<file path="src/design/skf_pkg.sv">
`timescale 1ns / 1ps
`default_nettype none

package skf_pkg;

  // Gain is always unsigned Q0.16.
  localparam int GAIN_BITS = 16;

  // Register indexes on the configuration port.
  localparam int REG_IDX_BITS = 2;
  localparam logic [REG_IDX_BITS-1:0] REG_MEAS_NOISE  = 2'd0;
  localparam logic [REG_IDX_BITS-1:0] REG_PROC_NOISE  = 2'd1;
  localparam logic [REG_IDX_BITS-1:0] REG_START_EST   = 2'd2;
  localparam logic [REG_IDX_BITS-1:0] REG_START_VAR   = 2'd3;

  // Reset values of the noise registers, in whole units.
  localparam int MEAS_NOISE_DEF = 100;
  localparam int PROC_NOISE_DEF = 1;

  // Commands from the controller to the datapath.
  typedef struct packed {
    logic load;       // capture the item and the starting state
    logic prep;       // form P + R and the innovation
    logic div_step;   // one restoring division step
    logic mul_start;  // latch the gain and set up both multipliers
    logic mul_step;   // one shift-add multiply step
    logic finish;     // form results, update state and output registers
  } skf_cmd_t;

endpackage

`default_nettype wire

</file>
<file path="src/design/skf_ctrl.sv">
`timescale 1ns / 1ps
`default_nettype none

module skf_ctrl (
  input  wire logic             clk_i,
  input  wire logic             rst_ni,
  input  wire logic             in_valid_i,
  output logic                  in_ready_o,
  output logic                  out_valid_o,
  input  wire logic             out_ready_i,
  output skf_pkg::skf_cmd_t     cmd_o
);
  import skf_pkg::*;

  localparam int DIV_STEPS = GAIN_BITS + 1;
  localparam int MUL_STEPS = GAIN_BITS;
  localparam int CNT_BITS  = $clog2(DIV_STEPS);

  localparam logic [2:0] ST_IDLE   = 3'd0;
  localparam logic [2:0] ST_PREP   = 3'd1;
  localparam logic [2:0] ST_DIV    = 3'd2;
  localparam logic [2:0] ST_MSTART = 3'd3;
  localparam logic [2:0] ST_MUL    = 3'd4;
  localparam logic [2:0] ST_FIN    = 3'd5;

  logic [2:0]          state_q, state_d;
  logic [CNT_BITS-1:0] cnt_q, cnt_d;
  logic                out_valid_q, out_valid_d;

  assign in_ready_o  = (state_q == ST_IDLE);
  assign out_valid_o = out_valid_q;

  // Sequencer: one item at a time through division, then both multiplies.
  always_comb begin
    state_d     = state_q;
    cnt_d       = cnt_q;
    out_valid_d = out_valid_q;
    cmd_o       = '0;
    if (out_valid_q && out_ready_i) begin
      out_valid_d = 1'b0;
    end
    unique case (state_q)
      ST_IDLE: begin
        if (in_valid_i) begin
          cmd_o.load = 1'b1;
          state_d    = ST_PREP;
        end
      end
      ST_PREP: begin
        cmd_o.prep = 1'b1;
        cnt_d      = '0;
        state_d    = ST_DIV;
      end
      ST_DIV: begin
        cmd_o.div_step = 1'b1;
        cnt_d          = cnt_q + 1'b1;
        if (cnt_q == CNT_BITS'(DIV_STEPS - 1)) begin
          state_d = ST_MSTART;
        end
      end
      ST_MSTART: begin
        cmd_o.mul_start = 1'b1;
        cnt_d           = '0;
        state_d         = ST_MUL;
      end
      ST_MUL: begin
        cmd_o.mul_step = 1'b1;
        cnt_d          = cnt_q + 1'b1;
        if (cnt_q == CNT_BITS'(MUL_STEPS - 1)) begin
          state_d = ST_FIN;
        end
      end
      ST_FIN: begin
        // Hold until the output register is free.
        if (!out_valid_q || out_ready_i) begin
          cmd_o.finish = 1'b1;
          out_valid_d  = 1'b1;
          state_d      = ST_IDLE;
        end
      end
      default: begin
        state_d = ST_IDLE;
      end
    endcase
  end

  always_ff @(posedge clk_i or negedge rst_ni) begin
    if (!rst_ni) begin
      state_q     <= ST_IDLE;
      cnt_q       <= '0;
      out_valid_q <= 1'b0;
    end else begin
      state_q     <= state_d;
      cnt_q       <= cnt_d;
      out_valid_q <= out_valid_d;
    end
  end

endmodule

`default_nettype wire

</file>
<file path="src/design/skf_dp.sv">
`timescale 1ns / 1ps
`default_nettype none

module skf_dp #(
  parameter int DATA_WIDTH = 32,
  parameter int FRAC_BITS  = 16
) (
  input  wire logic                          clk_i,
  input  wire logic                          rst_ni,
  input  wire skf_pkg::skf_cmd_t             cmd_i,
  input  wire logic signed [DATA_WIDTH-1:0]  sample_i,
  input  wire logic                          restart_i,
  input  wire logic [DATA_WIDTH-1:0]         meas_noise_i,
  input  wire logic [DATA_WIDTH-1:0]         proc_noise_i,
  input  wire logic [DATA_WIDTH-1:0]         start_est_i,
  input  wire logic [DATA_WIDTH-1:0]         start_var_i,
  output logic signed [DATA_WIDTH-1:0]       estimate_o,
  output logic [DATA_WIDTH-1:0]              error_variance_o,
  output logic [skf_pkg::GAIN_BITS-1:0]      gain_o
);
  import skf_pkg::*;

  localparam int DW  = DATA_WIDTH;
  localparam int QW  = GAIN_BITS + 1;
  localparam int AW1 = DW + 1 + GAIN_BITS;
  localparam int AW2 = DW + GAIN_BITS;
  localparam logic [DW-1:0] VAR_RST = DW'(64'd1 << FRAC_BITS);

  // Filter state.
  logic [DW-1:0] est_q, var_q;

  // Per-item working registers.
  logic [DW-1:0]        p_q, e_q, smp_q;
  logic [DW:0]          den_q, mag_q, rem_q;
  logic                 neg_q, nb_q;
  logic [QW-1:0]        quo_q;
  logic [GAIN_BITS-1:0] gain_q, gsh_q;
  logic [AW1-1:0]       mc1_q, acc1_q;
  logic [AW2-1:0]       mc2_q, acc2_q;

  // Output registers.
  logic [DW-1:0]        est_out_q, var_out_q;
  logic [GAIN_BITS-1:0] gain_out_q;

  logic [DW:0]          innov;
  logic [DW+1:0]        trial;
  logic [GAIN_BITS-1:0] gain_w;
  logic [DW:0]          delta;
  logic [DW+1:0]        delta_ext, est_sum;
  logic [DW-1:0]        est_sat;
  logic [DW:0]          newp;
  logic [DW-1:0]        var_sat;

  // Innovation, one bit wider than the data.
  assign innov = {smp_q[DW-1], smp_q} - {e_q[DW-1], e_q};

  // Division step: shift in the next dividend bit and try to subtract.
  assign trial = {rem_q, nb_q};

  // Gain from the quotient: a zero divisor gives zero, a ratio of one saturates.
  always_comb begin
    if (den_q == '0) begin
      gain_w = '0;
    end else if (quo_q[QW-1]) begin
      gain_w = '1;
    end else begin
      gain_w = quo_q[GAIN_BITS-1:0];
    end
  end

  // Estimate update with saturation to the signed range.
  assign delta     = acc1_q[AW1-1:GAIN_BITS];
  assign delta_ext = neg_q ? (~{1'b0, delta} + 1'b1) : {1'b0, delta};
  assign est_sum   = {{2{e_q[DW-1]}}, e_q} + delta_ext;
  always_comb begin
    if ((est_sum[DW+1] != est_sum[DW]) || (est_sum[DW] != est_sum[DW-1])) begin
      est_sat = est_sum[DW+1] ? {1'b1, {(DW-1){1'b0}}} : {1'b0, {(DW-1){1'b1}}};
    end else begin
      est_sat = est_sum[DW-1:0];
    end
  end

  // Variance update; gain * P never exceeds P, so only the top can overflow.
  assign newp    = {1'b0, p_q} - {1'b0, acc2_q[AW2-1:GAIN_BITS]} + {1'b0, proc_noise_i};
  assign var_sat = newp[DW] ? '1 : newp[DW-1:0];

  always_ff @(posedge clk_i or negedge rst_ni) begin
    if (!rst_ni) begin
      est_q <= '0;
      var_q <= VAR_RST;
    end else if (cmd_i.finish) begin
      est_q <= est_sat;
      var_q <= var_sat;
    end
  end

  always_ff @(posedge clk_i) begin
    // Capture the item; a restart takes the start registers instead of the state.
    if (cmd_i.load) begin
      smp_q <= sample_i;
      if (restart_i) begin
        p_q <= start_var_i;
        e_q <= start_est_i;
      end else begin
        p_q <= var_q;
        e_q <= est_q;
      end
    end
    // Denominator, innovation magnitude and division setup.
    if (cmd_i.prep) begin
      den_q <= {1'b0, p_q} + {1'b0, meas_noise_i};
      neg_q <= innov[DW];
      mag_q <= innov[DW] ? (~innov + 1'b1) : innov;
      rem_q <= {2'b00, p_q[DW-1:1]};
      nb_q  <= p_q[0];
      quo_q <= '0;
    end
    // Restoring division of P * 2^16 by P + R.
    if (cmd_i.div_step) begin
      nb_q <= 1'b0;
      if (trial >= {1'b0, den_q}) begin
        rem_q <= trial[DW:0] - den_q;
        quo_q <= {quo_q[QW-2:0], 1'b1};
      end else begin
        rem_q <= trial[DW:0];
        quo_q <= {quo_q[QW-2:0], 1'b0};
      end
    end
    // Two shift-add multipliers run side by side over the gain bits.
    if (cmd_i.mul_start) begin
      gain_q <= gain_w;
      gsh_q  <= gain_w;
      mc1_q  <= AW1'(mag_q);
      mc2_q  <= AW2'(p_q);
      acc1_q <= '0;
      acc2_q <= '0;
    end
    if (cmd_i.mul_step) begin
      if (gsh_q[0]) begin
        acc1_q <= acc1_q + mc1_q;
        acc2_q <= acc2_q + mc2_q;
      end
      mc1_q <= {mc1_q[AW1-2:0], 1'b0};
      mc2_q <= {mc2_q[AW2-2:0], 1'b0};
      gsh_q <= {1'b0, gsh_q[GAIN_BITS-1:1]};
    end
    // Result item.
    if (cmd_i.finish) begin
      est_out_q  <= est_sat;
      var_out_q  <= var_sat;
      gain_out_q <= gain_q;
    end
  end

  assign estimate_o       = est_out_q;
  assign error_variance_o = var_out_q;
  assign gain_o           = gain_out_q;

endmodule

`default_nettype wire

</file>
<file path="src/design/scalar_kalman_filter.sv">
`timescale 1ns / 1ps
`default_nettype none

// Scalar Kalman filter for a random-walk signal in fixed point (Q16.16 by
// default). Each input item carries a signed sample and a restart flag; the
// block returns one result item with the new estimate, the new error variance
// and the gain P/(P+R) in unsigned Q0.16. A restart reloads estimate and
// variance from the start registers before the update. Estimate and variance
// saturate at the limits of their range. Registers 0 to 3 are measurement
// noise R, process noise Q, start estimate and start variance; write them only
// while the block is idle. Each item passes through a setup step, a restoring
// divider that yields one gain bit per cycle, a multiplier setup step, two
// shift-add multipliers that take one gain bit per cycle, and an update step.
// The next item is accepted only after the update of the last one, so items
// never overlap. Input ready is high only between items; a finished result
// waits in an output register, and the update of the following item stalls
// until that result has been taken.
module scalar_kalman_filter #(
  parameter int DATA_WIDTH = 32,
  parameter int FRAC_BITS  = 16
) (
  input  wire logic                              clk_i,
  input  wire logic                              rst_ni,
  input  wire logic                              cfg_we_i,
  input  wire logic [skf_pkg::REG_IDX_BITS-1:0]  cfg_idx_i,
  input  wire logic [DATA_WIDTH-1:0]             cfg_wdata_i,
  input  wire logic                              in_valid_i,
  output logic                                   in_ready_o,
  input  wire logic signed [DATA_WIDTH-1:0]      sample_i,
  input  wire logic                              restart_i,
  output logic                                   out_valid_o,
  input  wire logic                              out_ready_i,
  output logic signed [DATA_WIDTH-1:0]           estimate_o,
  output logic [DATA_WIDTH-1:0]                  error_variance_o,
  output logic [skf_pkg::GAIN_BITS-1:0]          gain_o
);
  import skf_pkg::*;

  localparam logic [DATA_WIDTH-1:0] MEAS_RST =
    DATA_WIDTH'(64'(MEAS_NOISE_DEF) << FRAC_BITS);
  localparam logic [DATA_WIDTH-1:0] PROC_RST =
    DATA_WIDTH'(64'(PROC_NOISE_DEF) << FRAC_BITS);
  localparam logic [DATA_WIDTH-1:0] VAR_RST = DATA_WIDTH'(64'd1 << FRAC_BITS);

  logic [DATA_WIDTH-1:0] meas_q, proc_q, sest_q, svar_q;
  skf_cmd_t              cmd;

  // Configuration registers.
  always_ff @(posedge clk_i or negedge rst_ni) begin
    if (!rst_ni) begin
      meas_q <= MEAS_RST;
      proc_q <= PROC_RST;
      sest_q <= '0;
      svar_q <= VAR_RST;
    end else if (cfg_we_i) begin
      unique case (cfg_idx_i)
        REG_MEAS_NOISE: meas_q <= cfg_wdata_i;
        REG_PROC_NOISE: proc_q <= cfg_wdata_i;
        REG_START_EST:  sest_q <= cfg_wdata_i;
        REG_START_VAR:  svar_q <= cfg_wdata_i;
        default: begin
        end
      endcase
    end
  end

  skf_ctrl u_ctrl (
    .clk_i       (clk_i),
    .rst_ni      (rst_ni),
    .in_valid_i  (in_valid_i),
    .in_ready_o  (in_ready_o),
    .out_valid_o (out_valid_o),
    .out_ready_i (out_ready_i),
    .cmd_o       (cmd)
  );

  skf_dp #(
    .DATA_WIDTH (DATA_WIDTH),
    .FRAC_BITS  (FRAC_BITS)
  ) u_dp (
    .clk_i            (clk_i),
    .rst_ni           (rst_ni),
    .cmd_i            (cmd),
    .sample_i         (sample_i),
    .restart_i        (restart_i),
    .meas_noise_i     (meas_q),
    .proc_noise_i     (proc_q),
    .start_est_i      (sest_q),
    .start_var_i      (svar_q),
    .estimate_o       (estimate_o),
    .error_variance_o (error_variance_o),
    .gain_o           (gain_o)
  );

endmodule

`default_nettype wire

</file>
<file path="config.mk">
export PLATFORM = sky130hd
export DESIGN_NAME = scalar_kalman_filter
export DESIGN_NICKNAME = d
export VERILOG_FILES = /design/src/design/skf_pkg.sv /design/src/design/skf_ctrl.sv /design/src/design/skf_dp.sv /design/src/design/scalar_kalman_filter.sv
export SDC_FILE = /design/constraint.sdc
export NUM_CORES = 2
export LEC_CHECK = 0
export BUFFER_PORTS_ARGS = -buffer_cell sky130_fd_sc_hd__buf_2
export CORE_AREA = 2 2 317 555
export CTS_CLUSTER_SIZE = 30
export DETAILED_ROUTE_END_ITERATION = 7
export DIE_AREA = 0 0 319 557
export SLEW_MARGIN = 20
export SYNTH_ARGS = -nofsm -noshare
export SYNTH_HDL_FRONTEND = slang
export SYNTH_SLANG_ARGS = --single-unit
</file>
<file path="constraint.sdc">
create_clock -name clk_i -period 6.1 [get_ports clk_i]
set_clock_uncertainty 0.15 [all_clocks]
set_input_delay 1.22 -clock clk_i [delete_from_list [all_inputs] [get_ports clk_i]]
set_output_delay 1.22 -clock clk_i [all_outputs]
set_load 0.01 [all_outputs]
</file>
==> impl_metrics.toml <==
[outcome]
outcome = "complete, no violations"

[worst_setup_path]
critPathMaxFanout = 24
crit_type = "reg -> reg"
crit_required_ps = 6490
r2r_cells = 17
startpoint_type = "flop"
worst_path_largest_cell_delay_ps = 590
worstPathCellList = "or3_1 -> or3_4 -> or4_1 -> or4_1 -> o31ai_1 -> xnor2_1 -> ha_1 -> a21oi_1 -> o211a_1 -> a21oi_1 -> a211o_1 -> a41oi_1 -> a21oi_1 -> xor2_1 -> a211o_2 -> o211ai_1 -> nand2_1"
crit_slowest_cell = "or4_1"
worstSetupEndpointType = "flop"
crit_start = "u_dp.acc1_q[21]"
endpoint = "u_dp.estimate_o[3]"
r2r_start = "u_dp.acc1_q[21]"
cpMostUsedCell = "a21oi_1"
worst_ep_arrival_time_ps = 6080
rrSetupSlack_ps = 410
reg2reg_to = "u_dp.estimate_o[3]"

[placed_design]
gp_congestion = 0.961
dp_hpwl_mm = 102
port_buffers = 153

[sta]
hold_viol_final = 0
tightest_slew_ps = 1100
setup_viol = 0
fmax_ghz = 0.176
setup_tns_ps = 0
maxSlewHeadroom_pct = 24.8
rsz0062_at_grt = "false"
fin_crit_ps = 5690
period_share_pct = 93.3
finalMaxSlewViolations = 0

[floorplanning]
core_area_um2 = 174000
fp.dieW_um = 319
die-area_um2 = 178000
pin_count = 154
start_util_pct = 24.8
placementRows = 203
die_y_um = 557

[finish]
nets = 4697
syn_to_final_growth_pct = 14.0
nFillCells = 18300
drive_gt1_share_pct = 13.6

[cts]
cts-resized-gates = 0
cts_hold_buffers = 0
cts-buffers-inserted = 76
cts_setup_buffers = 0
cts.path.max_buffers = 3
cts_sinks = 721
htree_levels = 3
clock_latency_ps = 670
cts-root-buf = "clkbuf_16"
clk_pin_slew_worst_paths_ps = 70
cts_tree = "done"

[pwr]
switchingPower_w = 0.0143
seqPwrFrac_pct = 28.7
pwr-share-clk_pct = 15.9
p_int_w = 0.0171
p_comb_share_pct = 55.4
power.total_w = 0.0314
ir_drop_mv = 0.449
power.static_leakage_nw = 20.0
p_sw_share_pct = 45.4
cellPowerDensity_nw_per_um2 = 639

[routing]
vias_per_cell = 4.94
wl_met2_mm = 68.5
drt_iter0_drc = 1828
met3_length_mm = 4.95
drt-total-wl_mm = 132
highest_layer = "met4"
drc = 0
routedWlPerCell_um = 19.9
firstDrtPassIters = 6
drt-met1-wl_mm = 52.3
num_vias = 32800
postRouteAntennaNets = 0

[synth]
synthTopCellsByArea = "edfxtp_1, dfrtp_1, ha_1"
ys_seq_area_share_pct = 45.6
syn_area_per_cell_um2 = 10.2
synth_edf_count = 419
ys_types = 94
synth_top_area_share_pct = 29.2
ys_ff_latch = 721
yosysTopAreaCell = "edfxtp_1"
syn_inst = 4231
netlist_area_um2 = 43100
synthArstFlopShare_pct = 27.9
synth_top_flop_cell = "edfxtp_1"
ys_warn_count = 0
synthesis.nets = 4604

[global_route]
grtUsageTotal_pct = 14.5
grt_pass1_wl_mm = 200
grt_antenna_before_repair = 12
grt_start_max_net_pins = 103
grt-ovfl-total = 0
grt_pass1_vias = 33500

[flow_run]
max-cap-violations = 0

[worst_hold_path]
min_path_type = "reg -> reg"
[power groups by stage]
stage | registers [W] | clock network, W | logic, W
floorplan | 0.00846 | 0 | 0.0128
global placement | 0.00906 | 0 | 0.0171
detailed placement | 0.00907 | 0 | 0.0172
CTS | 0.00900 | 0.00512 | 0.0174
global route | 0.00915 | 0.00529 | 0.0192
finish | 0.00900 | 0.00499 | 0.0174
[worst min-delay path by stage]
stage / start / to / cells after the start
global route: u_dp.gain_q[12] / u_dp.gain_o[12] / 0
detailed placement: u_dp.gain_q[10] / u_dp.gain_o[10] / 0
finish: u_dp.gain_q[10] / u_dp.gain_o[10] / 0
global placement: u_dp.gain_q[9] / u_dp.gain_o[9] / 0
floorplan: u_dp.gain_q[0] / u_dp.gain_o[0] / 0
CTS: u_dp.gain_q[10] / u_dp.gain_o[10] / 0
[flip-flops by register name (all words and copies together), names as in the netlist, 33 cells and up]
| register | cells |
|---|---|
| u_dp.rem_q | 33 |
| u_dp.mc2_q | 48 |
| u_dp.acc1_q | 49 |
| u_dp.acc2_q | 48 |
| u_dp.mag_q | 33 |
| u_dp.den_q | 33 |
| u_dp.mc1_q | 49 |
[metal layers]
layer	global-route usage (%)	up-vias
li1	-	15600
met1	16.3	16200
met2	27.2	771
met3	1.59	234
met4	6.84	0
met5	0	-
[critical path: cells and delay by family (launching register included)]
family,cells,cell delay (ps)
xor+xnor,2,570
compound gates,9,2180
fa+ha+maj,1,350
simple gates,5,1930
flops,1,350
[per-stage QoR]
stage	instances	setup slack [ps]	hold slack [ps]	area [µm²]	utilization (%)
final	6644	407	265	49100	28.3
after global routing	6644	95.4	278	49100	28.3
after CTS	6643	401	269	49100	28.3
after detailed placement	6501	408	257	46400	26.7
after global placement	6501	398	257	46400	26.7
after floorplan	4231	1090	250	43100	-
[synthesized netlist by cell type, drive strengths merged, types with 9 or more instances]
library cell	number
xnor2	173
edfxtp	419
a31oi	54
o21ai	317
and3	55
a41oi	11
a21o	148
fa	38
o211ai	28
nand3	145
a21oi	273
and2	57
a22o	39
o31ai	41
nand2b	27
a211oi	57
dfrtp	195
dfxtp	101
a2111oi	9
o41ai	13
buf	35
inv	291
xor2	87
nor2	243
nor4	20
a211o	16
o21a	42
or4	11
or3	27
mux2	207
ha	263
nor2b	22
o21bai	29
nand2	331
mux2i	15
a21boi	14
clkbuf	147
nand4	30
or2	20
nor3	47
[cells in the final DEF (no fill, tap or decap), drive strengths merged, types with 57 or more instances in the layout]
cell type and instances:
a211oi 57, a21o 148, a21oi 273, and2 57, buf 197, clkbuf 100, dfrtp 195, dfxtp 101
edfxtp 419, ha 263, inv 297, mux2 207, nand2 331, nand3 145, nor2 243, o21ai 317
xnor2 173, xor2 87
[kinds of logic (layout without fill, tap and decap cells)]
| kind of cell | after synthesis | after routing | synth area share, % |
|---|---|---|---|
| other cells | 0 | 1 | 0 |
| simple gates | 1075 | 1075 | 12.0 |
| mux | 222 | 222 | 5.76 |
| buf+inv | 473 | 630 | 4.17 |
| fa+ha+maj | 301 | 301 | 9.41 |
| compound gates | 1179 | 1179 | 17.7 |
| xor+xnor | 260 | 260 | 5.31 |
| flops | 721 | 721 | 45.6 |
[final cells by class]
class	count	area (µm²)	share of cell area [%]
Antenna cell	1	2.50	0.00510
Clock buffer	100	2110	4.29
Clock inverter	42	557	1.13
Inverter	291	1100	2.24
Multi-Input combinational cell	3037	21700	44.2
Sequential cell	721	19600	40.0
Tap cell	2255	2820	5.75
Timing Repair Buffer	197	1190	2.43
Power figures use the tool's default switching activity.
